$ cat src/rtl/rcpn_pkg.sv
// Package for the fixed-point Newton-Raphson reciprocal unit.
// Holds the constants and the normalization record shared by the top level and the step stages.
// Depends on nothing.
package rcpn_pkg;

	localparam int unsigned DIV_W   = 18;
	localparam int unsigned RCP_W   = 32;
	localparam int unsigned XN_W    = 15;
	localparam int unsigned SHL_W   = 4;
	localparam int unsigned SHR_W   = 2;
	localparam int unsigned NEWTON_STEPS = 3;

	localparam logic [31:0] COEF_A  = 32'h0000_F0F1;
	localparam logic [31:0] COEF_B  = 32'hB4B4_B4B5;
	localparam logic [31:0] ONE_Q15 = 32'h0000_7FFF;

	// Normalized divisor and the shifts that undo the normalization at the end.
	typedef struct packed {
		logic [XN_W-1:0]  xn;
		logic [SHL_W-1:0] shl;
		logic [SHR_W-1:0] shr;
	} norm_t;

endpackage

$ cat src/rtl/rcpn_step.sv
// One Newton-Raphson refinement of the reciprocal estimate, split over two register stages.
// Depends on rcpn_pkg for the constants and the normalization record.
module rcpn_step (
	input  logic               clk,
	input  logic               arst_n,
	input  logic               adv,
	input  logic               src_valid,
	input  logic [31:0]        src_y,
	input  rcpn_pkg::norm_t    src_norm,
	output logic               res_valid,
	output logic [31:0]        res_y,
	output rcpn_pkg::norm_t    res_norm
);

	logic [16:0]       y0_a;
	logic [31:0]       prod_a;
	logic              vld_s1;
	logic [31:0]       y_s1;
	logic [16:0]       t_s1;
	rcpn_pkg::norm_t   norm_s1;
	logic [16:0]       y0_b;
	logic [31:0]       corr_b;
	logic [31:0]       prod_b;
	logic              vld_s2;
	logic [31:0]       y_s2;
	rcpn_pkg::norm_t   norm_s2;

	// First half: t = (xn * y0) >> 15; the product fits in 32 bits.
	assign y0_a   = src_y[31:15];
	assign prod_a = {17'd0, src_norm.xn} * {15'd0, y0_a};

	always_ff @(posedge clk or negedge arst_n) begin
		if (!arst_n) begin
			vld_s1 <= 1'b0;
		end else if (adv) begin
			vld_s1 <= src_valid;
		end
	end

	always_ff @(posedge clk) begin
		if (adv) begin
			y_s1    <= src_y;
			t_s1    <= prod_a[31:15];
			norm_s1 <= src_norm;
		end
	end

	// Second half: y + y0 * (32767 - t), wrapping modulo 2^32.
	assign y0_b   = y_s1[31:15];
	assign corr_b = rcpn_pkg::ONE_Q15 - {15'd0, t_s1};
	assign prod_b = {15'd0, y0_b} * corr_b;

	always_ff @(posedge clk or negedge arst_n) begin
		if (!arst_n) begin
			vld_s2 <= 1'b0;
		end else if (adv) begin
			vld_s2 <= vld_s1;
		end
	end

	always_ff @(posedge clk) begin
		if (adv) begin
			y_s2    <= y_s1 + prod_b;
			norm_s2 <= norm_s1;
		end
	end

	assign res_valid = vld_s2;
	assign res_y     = y_s2;
	assign res_norm  = norm_s2;

endmodule

$ cat src/rtl/fixed_point_reciprocal_newton.sv
// Top level of the fixed-point Newton-Raphson reciprocal unit (Q2.16 in, Q10.22 out).
// Depends on rcpn_pkg and instantiates rcpn_step once for each refinement.
//
//   Channel      Signals                                      Direction  Width
//   divisor      divisor_valid, divisor_ready, divisor         in         18
//   reciprocal   reciprocal_valid, reciprocal_ready, reciprocal out        32
//
// Every cycle the pipeline may take a new divisor; a transfer on the input needs the
// pipeline to advance. The stages in order are normalize, first estimate, two stages
// for each of the three Newton steps (one multiplier each), and the final rescale,
// which is also the output register. The whole pipeline advances together whenever
// the output register is empty or its transfer completes, so a stall on the output
// freezes every stage and loses or repeats nothing. Reset clears the valid bits only.
module fixed_point_reciprocal_newton (
	input  logic        clk,
	input  logic        arst_n,
	input  logic        divisor_valid,
	output logic        divisor_ready,
	input  logic [17:0] divisor,
	output logic        reciprocal_valid,
	input  logic        reciprocal_ready,
	output logic [31:0] reciprocal
);

	localparam int unsigned N = rcpn_pkg::NEWTON_STEPS;

	logic              adv;
	logic [4:0]        top_bit;
	logic [3:0]        shl_c;
	logic [1:0]        shr_c;
	logic [32:0]       up_c;
	logic [32:0]       dn_c;
	rcpn_pkg::norm_t   norm_c;

	logic              vld_s1;
	rcpn_pkg::norm_t   norm_s1;
	logic              vld_s2;
	logic [31:0]       y_s2;
	rcpn_pkg::norm_t   norm_s2;

	logic              chain_vld  [0:N];
	logic [31:0]       chain_y    [0:N];
	rcpn_pkg::norm_t   chain_norm [0:N];

	logic [23:0]       y_trim;
	logic [31:0]       fin_up;
	logic [31:0]       fin_c;
	logic              vld_s9;
	logic [31:0]       reciprocal_s9;

	// The pipeline moves as a whole when the output register can take a new value.
	assign adv           = !vld_s9 || reciprocal_ready;
	assign divisor_ready = adv;

	// Stage 1: find the highest set bit and normalize into Q0.15. A zero divisor
	// takes the top bit as 0, which leaves xn at zero.
	always_comb begin
		top_bit = 5'd0;
		for (int i = 0; i < 18; i++) begin
			if (divisor[i]) begin
				top_bit = 5'(i);
			end
		end
		shl_c = (top_bit > 5'd15) ? 4'd0 : 4'(5'd15 - top_bit);
		shr_c = (top_bit > 5'd15) ? 2'(top_bit - 5'd15) : 2'd0;
		up_c  = {15'd0, divisor} << shl_c;
		dn_c  = up_c >> ({1'b0, shr_c} + 3'd1);
		norm_c.xn  = dn_c[14:0];
		norm_c.shl = shl_c;
		norm_c.shr = shr_c;
	end

	always_ff @(posedge clk or negedge arst_n) begin
		if (!arst_n) begin
			vld_s1 <= 1'b0;
			vld_s2 <= 1'b0;
		end else if (adv) begin
			vld_s1 <= divisor_valid;
			vld_s2 <= vld_s1;
		end
	end

	// Stage 2: linear first estimate, wrapping modulo 2^32.
	always_ff @(posedge clk) begin
		if (adv) begin
			norm_s1 <= norm_c;
			y_s2    <= rcpn_pkg::COEF_B - (rcpn_pkg::COEF_A * {17'd0, norm_s1.xn});
			norm_s2 <= norm_s1;
		end
	end

	assign chain_vld[0]  = vld_s2;
	assign chain_y[0]    = y_s2;
	assign chain_norm[0] = norm_s2;

	// Stages 3 to 8: the Newton refinements, two stages each.
	for (genvar k = 0; k < N; k++) begin : g_step
		rcpn_step u_step (
			.clk       (clk),
			.arst_n    (arst_n),
			.adv       (adv),
			.src_valid (chain_vld[k]),
			.src_y     (chain_y[k]),
			.src_norm  (chain_norm[k]),
			.res_valid (chain_vld[k+1]),
			.res_y     (chain_y[k+1]),
			.res_norm  (chain_norm[k+1])
		);
	end

	// Final stage: drop eight fraction bits and undo the normalizing shift. Bits
	// pushed above bit 31 by the left shift are lost, as in 32-bit arithmetic.
	assign y_trim = chain_y[N][31:8];
	assign fin_up = {8'd0, y_trim} << chain_norm[N].shl;
	assign fin_c  = fin_up >> chain_norm[N].shr;

	always_ff @(posedge clk or negedge arst_n) begin
		if (!arst_n) begin
			vld_s9 <= 1'b0;
		end else if (adv) begin
			vld_s9 <= chain_vld[N];
		end
	end

	always_ff @(posedge clk) begin
		if (adv) begin
			reciprocal_s9 <= fin_c;
		end
	end

	assign reciprocal_valid = vld_s9;
	assign reciprocal       = reciprocal_s9;

	// A normalized value has its top bit set unless the divisor was zero.
	a_norm_top: assert property (@(posedge clk) disable iff (!arst_n)
		vld_s1 |-> (norm_s1.xn[14] || norm_s1.xn == 15'd0))
		else $error("normalized divisor lost its top bit");

	// Only one direction of normalizing shift is ever used.
	a_one_shift: assert property (@(posedge clk) disable iff (!arst_n)
		vld_s1 |-> (norm_s1.shl == 4'd0 || norm_s1.shr == 2'd0))
		else $error("both left and right normalizing shifts are set");

	// While the pipeline is held, the first stage keeps its item.
	a_hold_s1: assert property (@(posedge clk) disable iff (!arst_n)
		!adv |=> ($stable(vld_s1) && (!vld_s1 || $stable(norm_s1))))
		else $error("first stage changed during a stall");

	// A result appears only after the pipeline has advanced.
	a_out_adv: assert property (@(posedge clk) disable iff (!arst_n)
		$rose(vld_s9) |-> $past(adv))
		else $error("result appeared without the pipeline advancing");

endmodule
$ cat config.mk
export PLATFORM = sky130hd
export DESIGN_NAME = fixed_point_reciprocal_newton
export DESIGN_NICKNAME = d
export VERILOG_FILES = /design/src/rtl/rcpn_pkg.sv /design/src/rtl/rcpn_step.sv /design/src/rtl/fixed_point_reciprocal_newton.sv
export SDC_FILE = /design/constraint.sdc
export NUM_CORES = 2
export LEC_CHECK = 0
export ABC_AREA = 1
export BUFFER_PORTS_ARGS = -buffer_cell sky130_fd_sc_hd__buf_4
export CORE_AREA = 10 10 577 579
export DETAILED_ROUTE_END_ITERATION = 7
export DIE_AREA = 0 0 587 589
export PLACE_DENSITY = 0.51
export SYNTH_ARGS = -nofsm -noshare
export SYNTH_HDL_FRONTEND = slang
export SYNTH_SLANG_ARGS = --single-unit
export TNS_END_PERCENT = 1
$ cat constraint.sdc
create_clock -name clk -period 14.1 [get_ports clk]
set_input_delay 0.705 -clock clk [delete_from_list [all_inputs] [get_ports clk]]
set_output_delay 0.705 -clock clk [all_outputs]
set_load 0.03 [all_outputs]
After elaboration in Yosys (flattened, before gate mapping) --
Cells that the tools add are included.
Word-level totals: output and inout port bits 34, register bits 454, input bits 22, logic and storage cells 85
Cells by class: multiply operators 7, add/subtract/negate cells 10, magnitude comparators 1, shifts and indexed selects 4, reduce and logical (&&, ||, !) cells 2, muxes and demuxes 19
Operators by type and width (count):
- adder 32 bit | 3
- multiplier 15 x 17 -> 32 bit | 3
- multiplier 17 x 32 -> 32 bit | 3
- 2-to-1 mux 5 bit | 14
- subtractor 15 x 17 -> 18 bit (first input constant) | 3
- << shifter 18 x 4 -> 33 bit | 1
- right shift 33 x 3 -> 15 bit | 1
- << shifter 24 x 4 -> 32 bit | 1
- right shift 32 x 2 -> 32 bit | 1
- subtractor 32 x 31 -> 32 bit (first input constant) | 1
- multiplier 16 x 15 -> 31 bit (first input constant) | 1
- 2-to-1 mux 2 bit | 3
- greater-than comparator 5 x 4 -> 1 bit (second input constant) | 1
- 2-to-1 mux 4 bit | 1
- subtractor 4 bit (first input constant) | 1
- adder 2 x 1 -> 3 bit (second input constant) | 1
- subtractor 2 bit (second input constant) | 1
- zero test 1 bit | 1
- logical OR 1 bit | 1
- 2-to-1 mux 1 bit | 1

Longest topological paths before layout --
word-level depth 21, gate-level depth with buffers 31, depth with buffers taken out 29

Hierarchy --
A second synthesis with hierarchy kept.
Unflattened totals: cells, all modules 9819, area, all modules 82519.1 sq um
By module, submodules not included:
- rcpn_step (g_step[0].u_step ...) | instances 2, sequential area each 3743.6 sq um, area each 23831.6 sq um, cells each 2844
- rcpn_step (g_step[2].u_step) | instances 1, sequential area each 3743.6 sq um, area each 23834.1 sq um, cells each 2830
- fixed_point_reciprocal_newton | instances 1, sequential area each 3258.1 sq um, area each 11021.8 sq um, cells each 1301

Worst setup path before layout --
OpenSTA, ideal clock, no wires.
kind input to register, start input reciprocal_ready, end register g_step[0].u_step.vld_s2, path buffers 1, path slack -89 ps, data required time 13461 ps, stages on the path 4, data arrival time 13550 ps, library setup time 639 ps, path through inv_1 -> nand2_1 -> clkbuf_1 -> a21oi_1
Between the ends: longest elaborated chain between the ends 1
RTL lines:
- start, declared | RTL line fixed_point_reciprocal_newton.sv:21 | input logic reciprocal_ready,
- logical OR 1 bit | RTL line fixed_point_reciprocal_newton.sv:52 | assign adv = !vld_s9 || reciprocal_ready;
- named net divisor_ready | RTL line fixed_point_reciprocal_newton.sv:18 | output logic divisor_ready,
- end signal, assigned | RTL line rcpn_step.sv:57 | vld_s2 <= vld_s1;
- end, declared | RTL line rcpn_step.sv:24 | logic vld_s2;
The timed path passes the listed nets, and every way through them passes these cells. A chain may end at the register's enable or synchronous reset.

Final worst setup path --
start register g_step[0].u_step.t_s1[15], end register g_step[0].u_step.y_s2[31] (data pin)
Between the ends: longest elaborated chain between the ends 3
RTL lines:
- start, declared | RTL line rcpn_step.sv:19 | logic [16:0] t_s1;
- start signal, assigned | RTL line rcpn_step.sv:43 | t_s1 <= prod_a[31:15];
- subtractor 15 x 17 -> 18 bit | RTL line rcpn_step.sv:50 | assign corr_b = rcpn_pkg::ONE_Q15 - {15'd0, t_s1};
- multiplier 17 x 32 -> 32 bit | RTL line rcpn_step.sv:51 | assign prod_b = {15'd0, y0_b} * corr_b;
- adder 32 bit | RTL line rcpn_step.sv:63 | y_s2 <= y_s1 + prod_b;
- end signal, assigned | RTL line rcpn_step.sv:63
- end, declared | RTL line rcpn_step.sv:25 | logic [31:0] y_s2;
Every way passes these cells.

==> flow_summary_export.csv <==
group,metric,value,unit
sta,finalMaxSlewViolations,0,
cts,cts_tree,"yes",
sta,period_share,50.8,%
synth,synth-edff-count,437,
cts,postCtsSetupBuffers,0,
synth,synth.most_common_cell,"inv_1",
sta,setup-tns-final,0,ns
cts,clk_latency,0.69,ns
layout,final_net_count,11100,
layout,syn_to_final_growth,8.43,%
route,vias_per_cell,4.13,
route,drt-total-wl,202,mm
cts,root_buffer,"clkbuf_16",
global_routing,grtUsageTotal,11.7,%
sta,worst_slack,6.94,ns
floorplanning,ios,56,
synth,ys_ff_latch,446,
layout,fin_util,27.1,%
route,vias,54600,
synth,synth_nets,11300,
route,first_pass_iters,6,
synth,syn_avg_cell_area,8.90,sq um
global_routing,grt_pass1_vias,58500,
worst_setup_path,cpMaxStageDelayCell,"edfxtp_1",
sta,skew,0.0815,ns
layout,fill_cells,34700,
sta,min_period,7.16,ns
sta,finalHoldViolations,0,
cts,cts.clk_slew.worst_paths,0.06,ns
worst_setup_path,path_class,"flop to flop",
floorplanning,row_count,208,
synth,synth_cells,8997,
worst_setup_path,max_stage_delay,0.81,ns
sta,rsz0062_at_grt,"false",
sta,setup_viol,0,
worst_setup_path,cp.required,14.51,ns
place,place_congestion,0.853,
worst_hold_path,hold_path.class,"input port to flop",
place,dpl.cell_count,13100,
synth,netlist_area,80100,sq um
global_routing,antenna_found_initial,4,
layout,drive_above_1_share,2.48,%
worst_setup_path,crit_buf_inv,7,
route,wire_per_inst,15.3,microns
worst_setup_path,cp_max_fo,18,
worst_setup_path,arrival,7.57,ns
cts,cts_made_buffers,50,
synth,synthArstFlopShare,2.02,%
cts,htree_levels,2,
synth,ys_seq_area_share,16.7,%
sta,slew_headroom,24.7,%
synth,synth_top_area_share,40.7,%
cts,cts_max_path_buffers,3,
global_routing,grt_pass1_wl,328,mm
synth,ys_dominant_reg_cell,"edfxtp_1",
run,drv_cap,0,
layout,fin_cells,13200,
global_routing,grt_max_degree,149,
floorplanning,fp.dieArea,346000,sq um
route,drc,0,
sta,fmax,0.140,GHz
synth,synth_area_leader_cell,"fa_1",
route,final_antenna_net_count,0,
outcome,status,"completed",
worst_setup_path,cpMostUsedCell,"inv_1",
floorplanning,initial_core_util,25.0,%
cts,clock_sinks,446,
synth,synth_area_leaders,"fa_1, edfxtp_1, inv_1",
synth,synth_cell_types,59,
sta,tightest_slew,1.13,ns
floorplanning,die_w,587,microns
worst_setup_path,setup.worst_path.start_class,"flop",
floorplanning,core-area,321000,sq um
global_routing,grt_overflow,0,
floorplanning,die_h,589,microns
worst_setup_path,cp-end-kind,"flop",
synth,yosysWarnings,0,
synth,synth_common_cells,"inv_1, nand2_1, fa_1",
place,io_buffers,55,
worst_setup_path,path_delay_family,"adder cells",
place,dp_slack,6.92,ns
route,drt-initial-drc-count,3125,
place,hpwl,165,mm
==> cells by family after synthesis <==
kind of cell    Yosys count  share of synthesized area, %
buf+inv                2992                          14.1
fa+ha+maj              2245                          50.3
xor+xnor                231                          2.53
compound gates          561                          3.96
flops                   446                          16.7
simple gates           2505                          12.2
mux                      17                         0.217
==> area by class of cell <==
cell class	count	area [sq um]	area share [%]
clock buffers	56	1270	1.47
diodes	1	2.50	0.00288
flip-flops and latches	446	13300	15.4
well taps	4305	5390	6.20
repair buffers	118	901	1.04
multi-input cells	5559	55500	63.9
clock inverters	35	360	0.415
inverters	2687	10100	11.6
==> state kept, by name, summed over array words and instances, names as in the netlist <==
signal and count:
vld_s1 1, g_step.u_step.y_s1 96, g_step.u_step.res_y 88, reciprocal_valid 1, g_step.u_step.t_s1 51, g_step.u_step.vld_s1 3
norm_s1 21, y_s2 32, g_step.u_step.res_valid 3, reciprocal 32, g_step.u_step.norm_s1 48, chain_norm 21
vld_s2 1, g_step.u_step.res_norm 48
==> metrics by stage <==
| stage | cell area [sq um] | hold WS (ns) |
|---|---|---|
| detailed placement | 85200 | 0.405 |
| global placement | 85200 | 0.401 |
| floorplan | 80100 | 0.400 |
| finish | 86800 | 0.252 |
| CTS | 86800 | 0.184 |
| global route | 86800 | 0.208 |
==> layer usage <==
| layer | global-route usage (%) | wire, microns | vias to the layer above |
|---|---|---|---|
| li1 | - | - | 25800 |
| met1 | 15.9 | 92900 | 27300 |
| met2 | 19.6 | 93500 | 1151 |
| met3 | 1.59 | 9280 | 311 |
| met4 | 3.11 | 6180 | 2 |
| met5 | 0 | 7 | - |
==> cells in the final DEF, fill, tap and decap left out, types with 13 or more instances in the layout <==
cell type,instances
a21oi_1,222
a31oi_1,20
buf_4,116
clkbuf_16,50
clkinv_1,27
edfxtp_1,437
fa_1,1628
ha_1,617
inv_1,2669
mux2i_1,14
nand2_1,1797
nand3_1,108
nand4_1,41
nor2_1,512
nor3_1,23
o21a_1,13
o21ai_0,190
o21ai_1,20
o21bai_1,13
xnor2_1,103
xor2_1,128
==> what timing repair did <==
item	CTS	global route
hold buffers	1	0
resized for setup	0	0
hold endpoints to repair	9	0
==> path summary, 6_finish.rpt <==
check | startpoint | endpoint | slack, ns | cells after the start
min in group asynchronous | arst_n | reciprocal_valid | 0.37 | 2
hold / removal | divisor_valid | vld_s1 | 0.25 | 2
setup / recovery | g_step[0].u_step.t_s1[15] | g_step[0].u_step.res_y[31] | 6.94 | 26
max in group asynchronous | arst_n | g_step[1].u_step.res_valid | 13.60 | 2
hold reg to reg | g_step[1].u_step.res_y[13] | g_step[2].u_step.y_s1[13] | 0.41 | 0
setup reg to reg | g_step[0].u_step.t_s1[15] | g_step[0].u_step.res_y[31] | 6.94 | 26
Power is not shown: default switching activity piles up to over one toggle a cycle in this logic, so the estimate is an artifact.
